[src/ipra_pkg.sv]
// ----------------------------------------------------------------------------
// ipra_pkg
// Shared types, request codes and defaults for the I/O port range allocator.
// ----------------------------------------------------------------------------
package ipra_pkg;

    localparam int DefFreeEntries = 16;
    localparam int DefUsedEntries = 16;
    localparam int DefLowestPort  = 0;
    localparam int DefHighestPort = 65535;

    localparam logic [1:0] REQ_RESERVE = 2'd0;
    localparam logic [1:0] REQ_RELEASE = 2'd1;
    localparam logic [1:0] REQ_CHECK   = 2'd2;

    // controller to datapath commands
    typedef struct packed {
        logic load;      // capture request
        logic scan;      // step through one table entry
        logic fin_rsv;   // reserve: remove entry and insert fragments
        logic fin_rel;   // release: apply merge or insert
        logic done;      // publish result
    } t_cmd;

    // datapath to controller status
    typedef struct packed {
        logic scan_last; // scan reached the end
        logic busy;      // a shift or insert is still running
    } t_sts;

endpackage

[src/ipra_ctrl.sv]
// ----------------------------------------------------------------------------
// ipra_ctrl
// Request sequencer: load, scan the tables, update them, deliver the result.
// ----------------------------------------------------------------------------
module ipra_ctrl (
    input  logic            i_clk,
    input  logic            i_rst_n,
    input  logic            i_valid,
    output logic            o_ready,
    input  logic [1:0]      i_req_type,
    input  ipra_pkg::t_sts  i_sts,
    output ipra_pkg::t_cmd  o_cmd,
    output logic            o_valid,
    input  logic            i_out_ready
);
    import ipra_pkg::*;

    localparam logic [2:0] S_IDLE = 3'd0;
    localparam logic [2:0] S_SCAN = 3'd1;
    localparam logic [2:0] S_UPD  = 3'd2;
    localparam logic [2:0] S_WAIT = 3'd3;
    localparam logic [2:0] S_OUT  = 3'd4;

    logic [2:0] r_state, n_state;
    logic [1:0] r_type;
    logic       r_valid;

    assign o_ready = (r_state == S_IDLE);
    assign o_valid = r_valid;

    // next state and commands
    always_comb begin
        n_state = r_state;
        o_cmd   = '0;
        unique case (r_state)
            S_IDLE: begin
                if (i_valid && !r_valid) begin
                    o_cmd.load = 1'b1;
                    n_state    = S_SCAN;
                end
            end
            S_SCAN: begin
                o_cmd.scan = 1'b1;
                if (i_sts.scan_last) n_state = S_UPD;
            end
            S_UPD: begin
                if (r_type == REQ_RESERVE) o_cmd.fin_rsv = 1'b1;
                else if (r_type == REQ_RELEASE) o_cmd.fin_rel = 1'b1;
                n_state = S_WAIT;
            end
            S_WAIT: begin
                if (!i_sts.busy) begin
                    o_cmd.done = 1'b1;
                    n_state    = S_OUT;
                end
            end
            S_OUT: begin
                if (!r_valid) n_state = S_IDLE;
            end
            default: n_state = S_IDLE;
        endcase
    end

    // state and output valid
    always_ff @(posedge i_clk) begin
        if (!i_rst_n) begin
            r_state <= S_IDLE;
            r_valid <= 1'b0;
        end else begin
            r_state <= n_state;
            if (o_cmd.done) r_valid <= 1'b1;
            else if (r_valid && i_out_ready) r_valid <= 1'b0;
        end
    end

    always_ff @(posedge i_clk) begin
        if (o_cmd.load) r_type <= i_req_type;
    end

endmodule

[src/ipra_dp.sv]
// ----------------------------------------------------------------------------
// ipra_dp
// Free and reserved range tables with a one-entry-per-cycle scan unit and a
// shift engine that removes and inserts free entries one step a cycle.
// ----------------------------------------------------------------------------
module ipra_dp #(
    parameter int FreeEntries = ipra_pkg::DefFreeEntries,
    parameter int UsedEntries = ipra_pkg::DefUsedEntries,
    parameter int LowestPort  = ipra_pkg::DefLowestPort,
    parameter int HighestPort = ipra_pkg::DefHighestPort
) (
    input  logic            i_clk,
    input  logic            i_rst_n,
    input  ipra_pkg::t_cmd  i_cmd,
    output ipra_pkg::t_sts  o_sts,
    input  logic [1:0]      i_req_type,
    input  logic            i_resource_is_io,
    input  logic [15:0]     i_start_port,
    input  logic [15:0]     i_end_port,
    output logic            o_ok,
    output logic [15:0]     o_granted_start,
    output logic [15:0]     o_granted_end
);
    import ipra_pkg::*;

    localparam int FW = (FreeEntries > 1) ? $clog2(FreeEntries) : 1;
    localparam int UW = (UsedEntries > 1) ? $clog2(UsedEntries) : 1;
    localparam int CW = FW + 1;
    localparam int SW = ((FreeEntries > UsedEntries) ? FreeEntries : UsedEntries);
    localparam int XW = $clog2(SW + 1);
    localparam logic [15:0] LoP = 16'(LowestPort);
    localparam logic [15:0] HiP = 16'(HighestPort);

    // shift engine operations
    localparam logic [2:0] OP_IDLE   = 3'd0;
    localparam logic [2:0] OP_REMOVE = 3'd1;
    localparam logic [2:0] OP_INS_A  = 3'd2;
    localparam logic [2:0] OP_INS_B  = 3'd3;

    // free table: valid entries form a prefix of length r_fcnt
    logic [15:0] r_fs [FreeEntries];
    logic [15:0] r_fe [FreeEntries];
    logic [CW-1:0] r_fcnt;
    logic [15:0] r_us [UsedEntries];
    logic [15:0] r_ue [UsedEntries];
    logic [UsedEntries-1:0] r_uv;

    // request
    logic [1:0]  r_type;
    logic        r_io;
    logic [15:0] r_s, r_e;
    logic [XW-1:0] r_i;

    // scan results
    logic          r_found, r_pot, r_umatch, r_slot_ok, r_p_done;
    logic [FW-1:0] r_fidx, r_pidx;
    logic [UW-1:0] r_uidx, r_slot;
    logic [CW-1:0] r_p;      // first entry with start >= end

    // shift engine: ops queued as remove/insert
    logic          r_busy;
    logic [2:0]    r_ops;    // idle, remove, insert A, insert B
    logic [CW-1:0] r_k;
    logic [CW-1:0] r_tgt;
    logic          r_insa, r_insb;
    logic [15:0]   r_as, r_ae, r_bs, r_be;

    logic        r_ok;
    logic [15:0] r_gs, r_ge;

    logic          valid_req;
    logic [15:0]   cur_s, cur_e;
    logic [16:0]   size;
    logic [FW-1:0] iw;
    logic [UW-1:0] iu;

    assign valid_req = r_io && (r_e >= r_s);
    assign size      = {1'b0, r_e} - {1'b0, r_s} + 17'd1;
    assign iw        = r_i[FW-1:0];
    assign iu        = r_i[UW-1:0];
    assign cur_s     = r_fs[iw];
    assign cur_e     = r_fe[iw];

    assign o_sts.scan_last = (r_i >= XW'(SW - 1));
    assign o_sts.busy      = r_busy;
    assign o_ok            = r_ok;
    assign o_granted_start = r_gs;
    assign o_granted_end   = r_ge;

    // position search for an insert of range ending at value
    logic [CW-1:0] ins_pos;
    logic [15:0]   ins_key;
    always_comb begin
        ins_key = (r_ops == OP_INS_A) ? r_ae : r_be;
        ins_pos = r_fcnt;
        for (int j = FreeEntries - 1; j >= 0; j--) begin
            if (CW'(j) < r_fcnt && r_fs[j] >= ins_key) ins_pos = CW'(j);
        end
    end

    always_ff @(posedge i_clk) begin
        if (!i_rst_n) begin
            r_fcnt <= CW'(1);
            r_fs[0] <= LoP;
            r_fe[0] <= HiP;
            r_uv   <= '0;
            r_busy <= 1'b0;
            r_ops  <= OP_IDLE;
        end else begin
            // capture and scan reset
            if (i_cmd.load) begin
                r_type    <= i_req_type;
                r_io      <= i_resource_is_io;
                r_s       <= i_start_port;
                r_e       <= i_end_port;
                r_i       <= '0;
                r_found   <= 1'b0;
                r_pot     <= 1'b0;
                r_umatch  <= 1'b0;
                r_slot_ok <= 1'b0;
                r_p_done  <= 1'b0;
                r_p       <= '0;
                r_fidx    <= '0;
                r_pidx    <= '0;
                r_uidx    <= '0;
                r_slot    <= '0;
            end
            // one entry of each table per cycle
            if (i_cmd.scan) begin
                r_i <= r_i + XW'(1);
                if (r_i < XW'(FreeEntries) && CW'(r_i) < r_fcnt) begin
                    if (!r_p_done) begin
                        if (cur_s < r_e) r_p <= CW'(r_i) + CW'(1);
                        else r_p_done <= 1'b1;
                    end
                    if (!r_found) begin
                        if (cur_s <= r_s && cur_e >= r_e) begin
                            r_found <= 1'b1;
                            r_fidx  <= iw;
                        end else if (cur_e >= cur_s &&
                                     {1'b0, cur_e - cur_s} >= size) begin
                            r_pot  <= 1'b1;
                            r_pidx <= iw;
                        end
                    end
                end
                if (r_i < XW'(UsedEntries)) begin
                    if (!r_uv[iu] && !r_slot_ok) begin
                        r_slot_ok <= 1'b1;
                        r_slot    <= iu;
                    end
                    if (r_uv[iu] && !r_umatch && r_us[iu] == r_s && r_ue[iu] == r_e) begin
                        r_umatch <= 1'b1;
                        r_uidx   <= iu;
                    end
                end
            end
            // default result echoes request
            if (i_cmd.scan && o_sts.scan_last) begin
                r_ok <= 1'b0;
                r_gs <= r_s;
                r_ge <= r_e;
            end
            // check result once the whole free table is scanned
            if (i_cmd.done && r_type == REQ_CHECK && valid_req)
                r_ok <= r_found;
            // reserve update
            if (i_cmd.fin_rsv && valid_req && r_slot_ok &&
                ({1'b0, r_e - r_s} < 17'(HighestPort)) && (r_found || r_pot)) begin
                r_ok    <= 1'b1;
                r_busy  <= 1'b1;
                r_ops   <= OP_REMOVE;
                r_uv[r_slot] <= 1'b1;
                if (r_found) begin
                    r_k    <= CW'(r_fidx);
                    r_as   <= r_fs[r_fidx];
                    r_ae   <= r_s - 16'd1;
                    r_insa <= r_fs[r_fidx] < r_s;
                    r_bs   <= r_e + 16'd1;
                    r_be   <= r_fe[r_fidx];
                    r_insb <= r_fe[r_fidx] > r_e;
                    r_us[r_slot] <= r_s;
                    r_ue[r_slot] <= r_e;
                end else begin
                    r_k    <= CW'(r_pidx);
                    r_insa <= 1'b0;
                    r_bs   <= r_fs[r_pidx] + size[15:0];
                    r_be   <= r_fe[r_pidx];
                    r_insb <= 1'b1;
                    r_gs   <= r_fs[r_pidx];
                    r_ge   <= r_fs[r_pidx] + size[15:0] - 16'd1;
                    r_us[r_slot] <= r_fs[r_pidx];
                    r_ue[r_slot] <= r_fs[r_pidx] + size[15:0] - 16'd1;
                end
            end
            // release update
            if (i_cmd.fin_rel && valid_req && r_umatch) begin
                logic jl, jr;
                jl = (r_p != '0) && ({1'b0, r_fe[FW'(r_p - CW'(1))]} + 17'd1 == {1'b0, r_s});
                jr = (r_p < r_fcnt) && ({1'b0, r_e} + 17'd1 == {1'b0, r_fs[FW'(r_p)]});
                if (jl && jr) begin
                    r_fe[FW'(r_p - CW'(1))] <= r_fe[FW'(r_p)];
                    r_k    <= r_p;
                    r_ops  <= OP_REMOVE;
                    r_busy <= 1'b1;
                    r_insa <= 1'b0;
                    r_insb <= 1'b0;
                    r_ok   <= 1'b1;
                    r_uv[r_uidx] <= 1'b0;
                end else if (jl) begin
                    r_fe[FW'(r_p - CW'(1))] <= r_e;
                    r_ok <= 1'b1;
                    r_uv[r_uidx] <= 1'b0;
                end else if (jr) begin
                    r_fs[FW'(r_p)] <= r_s;
                    r_ok <= 1'b1;
                    r_uv[r_uidx] <= 1'b0;
                end else if (r_fcnt < CW'(FreeEntries)) begin
                    r_as   <= r_s;
                    r_ae   <= r_e;
                    r_insa <= 1'b1;
                    r_insb <= 1'b0;
                    r_ops  <= OP_INS_A;
                    r_tgt  <= r_fcnt;
                    r_k    <= '0;
                    r_busy <= 1'b1;
                    r_ok   <= 1'b1;
                    r_uv[r_uidx] <= 1'b0;
                end
            end
            // shift engine, one entry per cycle
            if (r_busy) begin
                unique case (r_ops)
                    OP_REMOVE: begin
                        if (r_k + CW'(1) < r_fcnt) begin
                            r_fs[FW'(r_k)] <= r_fs[FW'(r_k + CW'(1))];
                            r_fe[FW'(r_k)] <= r_fe[FW'(r_k + CW'(1))];
                            r_k <= r_k + CW'(1);
                        end else begin
                            r_fcnt <= r_fcnt - CW'(1);
                            r_k    <= '0;
                            if (r_insa) begin
                                r_ops <= OP_INS_A;
                                r_tgt <= r_fcnt - CW'(1);
                            end else if (r_insb) begin
                                r_ops <= OP_INS_B;
                                r_tgt <= r_fcnt - CW'(1);
                            end else begin
                                r_ops  <= OP_IDLE;
                                r_busy <= 1'b0;
                            end
                        end
                    end
                    OP_INS_A, OP_INS_B: begin
                        if (r_fcnt >= CW'(FreeEntries)) begin
                            // table full: fragment dropped
                            if (r_ops == OP_INS_A && r_insb) begin
                                r_ops <= OP_INS_B;
                            end else begin
                                r_ops <= OP_IDLE;
                                r_busy <= 1'b0;
                            end
                        end else if (r_tgt > ins_pos) begin
                            r_fs[FW'(r_tgt)] <= r_fs[FW'(r_tgt - CW'(1))];
                            r_fe[FW'(r_tgt)] <= r_fe[FW'(r_tgt - CW'(1))];
                            r_tgt <= r_tgt - CW'(1);
                        end else begin
                            r_fs[FW'(r_tgt)] <= (r_ops == OP_INS_A) ? r_as : r_bs;
                            r_fe[FW'(r_tgt)] <= (r_ops == OP_INS_A) ? r_ae : r_be;
                            r_fcnt <= r_fcnt + CW'(1);
                            if (r_ops == OP_INS_A && r_insb) begin
                                r_ops <= OP_INS_B;
                                r_tgt <= r_fcnt + CW'(1);
                            end else begin
                                r_ops  <= OP_IDLE;
                                r_busy <= 1'b0;
                            end
                        end
                    end
                    default: begin
                        r_ops  <= OP_IDLE;
                        r_busy <= 1'b0;
                    end
                endcase
            end
        end
    end

endmodule

[src/io_port_range_allocator.sv]
// ----------------------------------------------------------------------------
// io_port_range_allocator
// Top level: reserve, release and check of I/O port ranges.
// ----------------------------------------------------------------------------
// One request at a time. A request scans both tables one entry per cycle,
// covering as many entries as the larger of FREE_ENTRIES and USED_ENTRIES,
// then a shift engine moves free-table entries one per cycle to remove and
// insert ranges. Both the scan and the shift datapath handle a single entry
// per step.
// A result stays on the output until taken; the next item is accepted after.
module io_port_range_allocator #(
    parameter int FREE_ENTRIES = ipra_pkg::DefFreeEntries,
    parameter int USED_ENTRIES = ipra_pkg::DefUsedEntries,
    parameter int LOWEST_PORT  = ipra_pkg::DefLowestPort,
    parameter int HIGHEST_PORT = ipra_pkg::DefHighestPort
) (
    input  logic        i_clk,
    input  logic        i_rst_n,
    input  logic        i_valid,
    output logic        o_ready,
    input  logic [1:0]  i_req_type,
    input  logic        i_resource_is_io,
    input  logic [15:0] i_start_port,
    input  logic [15:0] i_end_port,
    output logic        o_valid,
    input  logic        i_ready,
    output logic        o_ok,
    output logic [15:0] o_granted_start,
    output logic [15:0] o_granted_end
);
    import ipra_pkg::*;

    t_cmd cmd;
    t_sts sts;

    ipra_ctrl u_ctrl (
        .i_clk       (i_clk),
        .i_rst_n     (i_rst_n),
        .i_valid     (i_valid),
        .o_ready     (o_ready),
        .i_req_type  (i_req_type),
        .i_sts       (sts),
        .o_cmd       (cmd),
        .o_valid     (o_valid),
        .i_out_ready (i_ready)
    );

    ipra_dp #(
        .FreeEntries (FREE_ENTRIES),
        .UsedEntries (USED_ENTRIES),
        .LowestPort  (LOWEST_PORT),
        .HighestPort (HIGHEST_PORT)
    ) u_dp (
        .i_clk            (i_clk),
        .i_rst_n          (i_rst_n),
        .i_cmd            (cmd),
        .o_sts            (sts),
        .i_req_type       (i_req_type),
        .i_resource_is_io (i_resource_is_io),
        .i_start_port     (i_start_port),
        .i_end_port       (i_end_port),
        .o_ok             (o_ok),
        .o_granted_start  (o_granted_start),
        .o_granted_end    (o_granted_end)
    );

endmodule
[config.mk]
export PLATFORM = sky130hd
export DESIGN_NAME = io_port_range_allocator
export DESIGN_NICKNAME = d
export VERILOG_FILES = /design/src/ipra_pkg.sv /design/src/ipra_ctrl.sv /design/src/ipra_dp.sv /design/src/io_port_range_allocator.sv
export SDC_FILE = /design/constraint.sdc
export NUM_CORES = 2
export LEC_CHECK = 0
export ABC_AREA = 1
export BUFFER_PORTS_ARGS = -buffer_cell sky130_fd_sc_hd__buf_4
export CAP_MARGIN = 20
export CORE_MARGIN = 10
export CORE_UTILIZATION = 25
export CTS_BUF_LIST = sky130_fd_sc_hd__clkbuf_8
export DETAILED_ROUTE_END_ITERATION = 8
export PLACE_DENSITY = 0.34
export SYNTH_ARGS = -nofsm -noshare
export SYNTH_HDL_FRONTEND = slang
export SYNTH_HIERARCHICAL = 1
export SYNTH_SLANG_ARGS = --single-unit
[constraint.sdc]
create_clock -name i_clk -period 7.8 [get_ports i_clk]
set_clock_uncertainty 0.2 [all_clocks]
set_input_delay 0.39 -clock i_clk [delete_from_list [all_inputs] [get_ports i_clk]]
set_output_delay 0.39 -clock i_clk [all_outputs]
set_load 0.02 [all_outputs]
Word level (Yosys, flattened, before mapping):

Memories as Yosys holds them, arrays and structs flattened. A register that Yosys moved wholly into a read port is not among the register bits.
Index checks and enable logic that the tools add are counted.

* register bits: 206
* RAM bits: 1024
* input bits: 39
* output and inout port bits: 35
* logic and storage cells: 461
* memories kept: 4

Memory list
* u_dp.r_fe: depth 16, bits a word 16, rd ports 7, clocked after memory_dff 4, wr ports 2, line ipra_dp.sv:42 `logic [15:0] r_fe [FreeEntries];`
* u_dp.r_fs: depth 16, bits a word 16, rd ports 22, clocked after memory_dff 4, wr ports 2, line ipra_dp.sv:41 `logic [15:0] r_fs [FreeEntries];`
* u_dp.r_ue: depth 16, bits a word 16, rd ports 1, clocked after memory_dff 1, wr ports 1, line ipra_dp.sv:45 `logic [15:0] r_ue [UsedEntries];`
* u_dp.r_us: depth 16, bits a word 16, rd ports 1, clocked after memory_dff 1, wr ports 1, line ipra_dp.sv:44 `logic [15:0] r_us [UsedEntries];`

* add/sub/neg operators: 16
* magnitude comparators: 54
* equal/unequal tests: 20
* muxes and demuxes: 264
* bitwise logic cells: 8
* reduce and logical (&&, ||, !) cells: 62

Operators with widths (number)
* 16-bit 2-to-1 mux: 40
* 16-bit >= comparator: 19
* 5-bit 2-to-1 mux: 47
* 4-bit 2-to-1 mux: 34
* 1-bit 2-to-1 mux: 117
* 16-bit OR reduction: 4
* 3-bit 2-to-1 mux: 15
* 1-bit logical AND: 41
* 4-bit by 5-bit less-than comparator with 1-bit output, first input constant: 8
* 16-bit by 1-bit adder with 17-bit output, second input constant: 2
* 17-bit by 16-bit equality test with 1-bit output: 2
* 16-bit equality test: 2
* 16-bit less-than comparator: 2
* 16-bit by 1-bit subtractor with 16-bit output, second input constant: 2
* 16-bit subtractor: 2
* 3-bit by 5-bit less-than comparator with 1-bit output, first input constant: 4
* 5-bit one-hot mux with 2 select lines: 2
* 17-bit by 1-bit adder with 17-bit output, second input constant: 1
* 16-bit by 17-bit >= comparator with 1-bit output: 1
* 16-bit by 16-bit subtractor with 17-bit output: 1
* 16-bit by 1-bit adder with 16-bit output, second input constant: 1
* 16-bit adder: 1
* 16-bit bitwise AND: 1
* 16-bit > comparator: 1
* other kinds (40): 74

Logic depth before layout (Yosys ltp):

* word-level depth: 30
* gate-level depth with buffers: 50

Modules after synthesis:

The synthesis kept the hierarchy.

Modules (own cells, without submodules)
* ipra_dp: instances 1, cells each 12834, area an instance 95554.1 um^2, sequential area each 36825.3 um^2
* ipra_ctrl: instances 1, cells each 40, area an instance 302.8 um^2, sequential area each 140.1 um^2

Least setup slack after synthesis:

OpenSTA, ideal clock, no wires.

* path kind: register to register
* start point: register (tool-made name)
* end point: register u_dp.r_pidx[0] (data pin)
* setup time: 0.277 ns
* arrival time: 5.689 ns
* data required time: 7.323 ns
* setup slack: 1.634 ns
* cell stages (with the launch flop): 34
* clock period less this slack: 6.166 ns
* path through: dfxtp_1 > clkbuf_1 > clkbuf_1 > clkbuf_1 > clkbuf_1 > clkbuf_1 > clkbuf_1 > clkbuf_1 > a21oi_1 > o221ai_1 > nand2_1 > ha_1 > nand2_1 > nor2_1 > a211oi_1 > o21bai_1 > a21oi_1 > o21bai_1 > a21oi_1 > o21bai_1 > a21oi_1 > o21bai_1 > nand2_1 > nand2_1 > a21oi_1 > xor2_1 > ha_1 > nand3_1 > nor4_1 > a41oi_1 > a21oi_1 > nand3_1 > nand3_1 > o21ai_0

RTL lines
* to (signal assigned): line ipra_dp.sv:143 `r_pidx <= iw;`
* to (decl): line ipra_dp.sv:56 `logic [FW-1:0] r_fidx, r_pidx;`

==> run_results.csv <==
group,metric,value,unit
synthesis,synth-seq-area-share,0.386,
detailed_routing,detail_route.first_pass.iterations,8,
detailed_routing,drt_iter0_drc,14200,
synthesis,number_of_enable_flip_flop_cells_after_synthesis,1201,
detailed_routing,drc_errors,0,
die,initial_core_util,0.251,
clock_network,tritoncts_clock_tree,"done",
synthesis,yosys_warnings,6,
grt,via_count_of_the_first_global_routing_pass,94600,
die,core_region_area,0.382,mm^2
clock_network,clkTransAtPathRegs,0.06,ns
timing,worst_slew_pin_slew,1.35,ns
critical_path,worst-endpoint-required,8.34,ns
worst_hold_path,hold_start,"i_rst_n",
critical_path,timing.rr.start,"u_dp/r_ops[0]",
timing,final_hold_viol_count,0,
synthesis,syn_avg_cell_area,7.45,um^2
placed_design,place.detailed.instances,17500,
synthesis,synth.top_cells.by_area,"sky130_fd_sc_hd__edfxtp_1, sky130_fd_sc_hd__o21ai_0, sky130_fd_sc_hd__a21oi_1",
clock_network,cts_buffers,270,
timing,fmaxAchievable,0.136,GHz
die,die_h,639,um
clock_network,cts-root-buf,"sky130_fd_sc_hd__clkbuf_8",
critical_path,r2r_cells,33,
timing,final_critical_path_setup_slack,0.472,ns
power,ir_worst_vdd,0.155,mV
timing,finalCriticalPeriod,7.33,ns
critical_path,type_of_element_launching_the_critical_path,"flip-flop",
critical_path,cp.arrival,7.87,ns
timing,setup_violations,0,
finish,n_fill_cell,41100,
clock_network,clock_insertion_delay_worst_skew,1.08,ns
grt,wire_length_of_the_first_global_routing_pass,834000,um
worst_hold_path,hold-path-endpoint,"u_dp/o_granted_end[11]",
critical_path,regToRegSetupSlack,0.47,ns
die,dieArea,0.409,mm^2
finish,synthToLayoutAreaGrowth,14.8,%
power,p_per_area,251,mW/mm^2
synthesis,synthCells,12900,
synthesis,netlist_area,0.0959,mm^2
grt,grt_remaining_overflow,0,
finish,utilization,0.288,
die,top_level_ports,74,
grt,antenna_found_initial,60,
critical_path,worstSetupPathType,"flip-flop to flip-flop",
worst_hold_path,timing.hold.worst.class,"input port to flip-flop",
critical_path,critical_path.most_common_cell,"sky130_fd_sc_hd__inv_1",
worst_hold_path,hold_critical_path_depth,2,
clock_network,clock_sink_count,1246,
synthesis,netlist.area_leader.share,0.376,
die,row_count,227,
grt,grt_start_max_net_pins,170,
power,power.leakage,0.0402,uW
timing,max_slew_margin,0.0934,
placed_design,detailed_place_hpwl,414000,um
clock_network,clock_tree.htree_level_count,5,
synthesis,ys_dominant_reg_cell,"sky130_fd_sc_hd__edfxtp_1",
critical_path,critPathCaptureType,"flip-flop",
timing,timing_max_transition_violations_final,0,
die,floorplan.die.width,639,um
detailed_routing,route.vias.total,103000,
timing,timing.setup.tns,0,ns
synthesis,ys_types,63,
critical_path,cp_slowest_cell,"sky130_fd_sc_hd__a211oi_1",
placed_design,dpl_worst_slack,0.376,ns
run_status,status,"finished, final reports clean",
clock_network,ctsLongestPathBuffers,4,
placed_design,port-buffer-count,73,
timing,rsz_0062_raised_after_global_routing,"no",
clock_network,postCtsSetupBuffers,0,
job,cap_viol_max_count,0,
grt,overall_global_routing_resource_usage,0.291,
detailed_routing,detail_route.vias_per_cell,5.72,
synthesis,synth_common_cells,"sky130_fd_sc_hd__o21ai_0, sky130_fd_sc_hd__nand2_1, sky130_fd_sc_hd__a21oi_1",
critical_path,crit_fanout,16,
finish,layout.nets,13300,
synthesis,yosys.cell_count.top_type,"sky130_fd_sc_hd__o21ai_0",
detailed_routing,totalWireLength,625000,um
placed_design,gp_congestion,0.944,
timing,ratio_of_final_minimum_period_to_clock_period,0.939,
critical_path,cpPeakStageDelay,0.59,ns
synthesis,synth_largest_area_cell,"sky130_fd_sc_hd__edfxtp_1",
detailed_routing,avgRoutedWirePerCell,34.6,um
finish,fraction_of_layout_instances_using_a_drive_strength_above_1,0.0892,
synthesis,syn-num-nets,13400,
finish,final_cells,18100,
detailed_routing,antenna_left,0,
synthesis,synth.ff_latch_count,1246,
synthesis,synth_async_sr_flop_share,0,
critical_path,reg2reg_to,"u_dp/r_fs[5][10]",
routing by layer:
metal,global-route usage,up-vias,share of wire
met4,0.140,18,0.058
li1,-,45700,-
met5,0,-,0.00020
met3,0.0718,1437,0.096
met1,0.373,50300,0.40
met2,0.460,6020,0.44
cell type report:
class / instances / area, um^2 / area share
diodes: 17 / 42.5 / 0.000387
clock buffers: 275 / 3780 / 0.0344
clock inverters: 187 / 1060 / 0.00967
inverters: 1187 / 4520 / 0.0411
multi-input cells: 9430 / 51000 / 0.464
flip-flops and latches: 1246 / 37000 / 0.337
well taps: 5038 / 6300 / 0.0573
repair buffers: 691 / 6260 / 0.0569
metrics by stage:
stage                     power, uW  instance area [um^2]  hold slack (ns)
after floorplan               14800                 95900            0.268
after global placement        20300                104000            0.298
after detailed placement      20400                104000            0.298
after CTS                     27500                110000           0.0993
after global routing          29000                110000            0.163
final                         27600                110000            0.190
worst max-delay path by stage:
stage             startpoint                end  slack (ns)  cells after the start
6_report       u_dp/r_ops[0]   u_dp/r_fs[5][10]        0.47                     33
5_1_grt        u_dp/r_ops[0]  u_dp/r_fs[12][10]        0.10                     33
4_1_cts        u_dp/r_ops[0]   u_dp/r_fs[5][10]        0.39                     33
3_5_place_dp   u_dp/r_ops[0]   u_dp/r_fs[5][10]        0.38                     33
3_3_place_gp   u_dp/r_ops[0]   u_dp/r_fs[6][10]         0.1                     33
2_1_floorplan      flip-flop     u_dp/r_pidx[0]        1.63                     33
logic make-up after synthesis:
family / count (synthesis) / synth area share
adder cells (fa/ha/maj): 444 / 0.0593
AND/OR/NAND/NOR: 3695 / 0.162
flip-flops: 1246 / 0.386
AO/OA/AOI/OAI: 5146 / 0.290
multiplexers: 19 / 0.00198
XOR/XNOR: 126 / 0.0119
buffers and inverters: 2198 / 0.0892
critical path, delay by kind of cell, from the launching register on:
family / cells / cell delay, ns
adder cells (fa/ha/maj): 2 / 0.58
multiplexers: 1 / 0.51
AO/OA/AOI/OAI: 7 / 2.09
flip-flops: 1 / 0.36
AND/OR/NAND/NOR: 13 / 1.42
buffers and inverters: 10 / 1.83
power breakdown:
part	internal, uW	total [uW]	leakage [uW]	switching, uW
registers	7500	7910	0.0124	410
clock network	3490	7000	0.00278	3510
logic	3470	12700	0.0250	9260
flip-flops by register name, indices dropped and copies added, names as in the netlist, 256 cells and up, named ones only:
| register | flops |
|---|---|
| u_dp/r_fe | 256 |
| u_dp/r_fs | 256 |
| u_dp/r_ue | 256 |
| u_dp/r_us | 256 |
cells in the final DEF, fill, tap and decap left out, drive strengths merged, types with 7 or more instances in the layout:
master       synthesis  final
fa                  17     17
nand3b              11     11
clkinv              31    103
a31o                15     15
a211oi              31     31
nand4               57     57
clkbuf             804    276
inv               1156   1255
o221ai             238    238
nor4                11     11
o2111ai              7      7
ha                 427    427
dlygate4sd3          0     74
or2                 12     12
o21bai              20     20
o21ai             2707   2707
o31ai               10     10
xnor2               27     27
diode                0     17
o22ai              128    128
o211ai             240    240
a21oi             1663   1663
a31oi               63     63
nor3                63     63
xor2                98     98
nand2             1797   1797
nor2               831    831
clkinvlp             0     10
mux2i               19     19
dfxtp               45     45
buf                207    615
edfxtp            1201   1201
nand3              903    903
what timing repair did:
action	CTS	global route
hold endpoints to repair	95	0
setup endpoints to repair	0	15
hold buffers	74	0
resized for setup	0	1
Note: power is estimated with default switching activity, not from simulation.
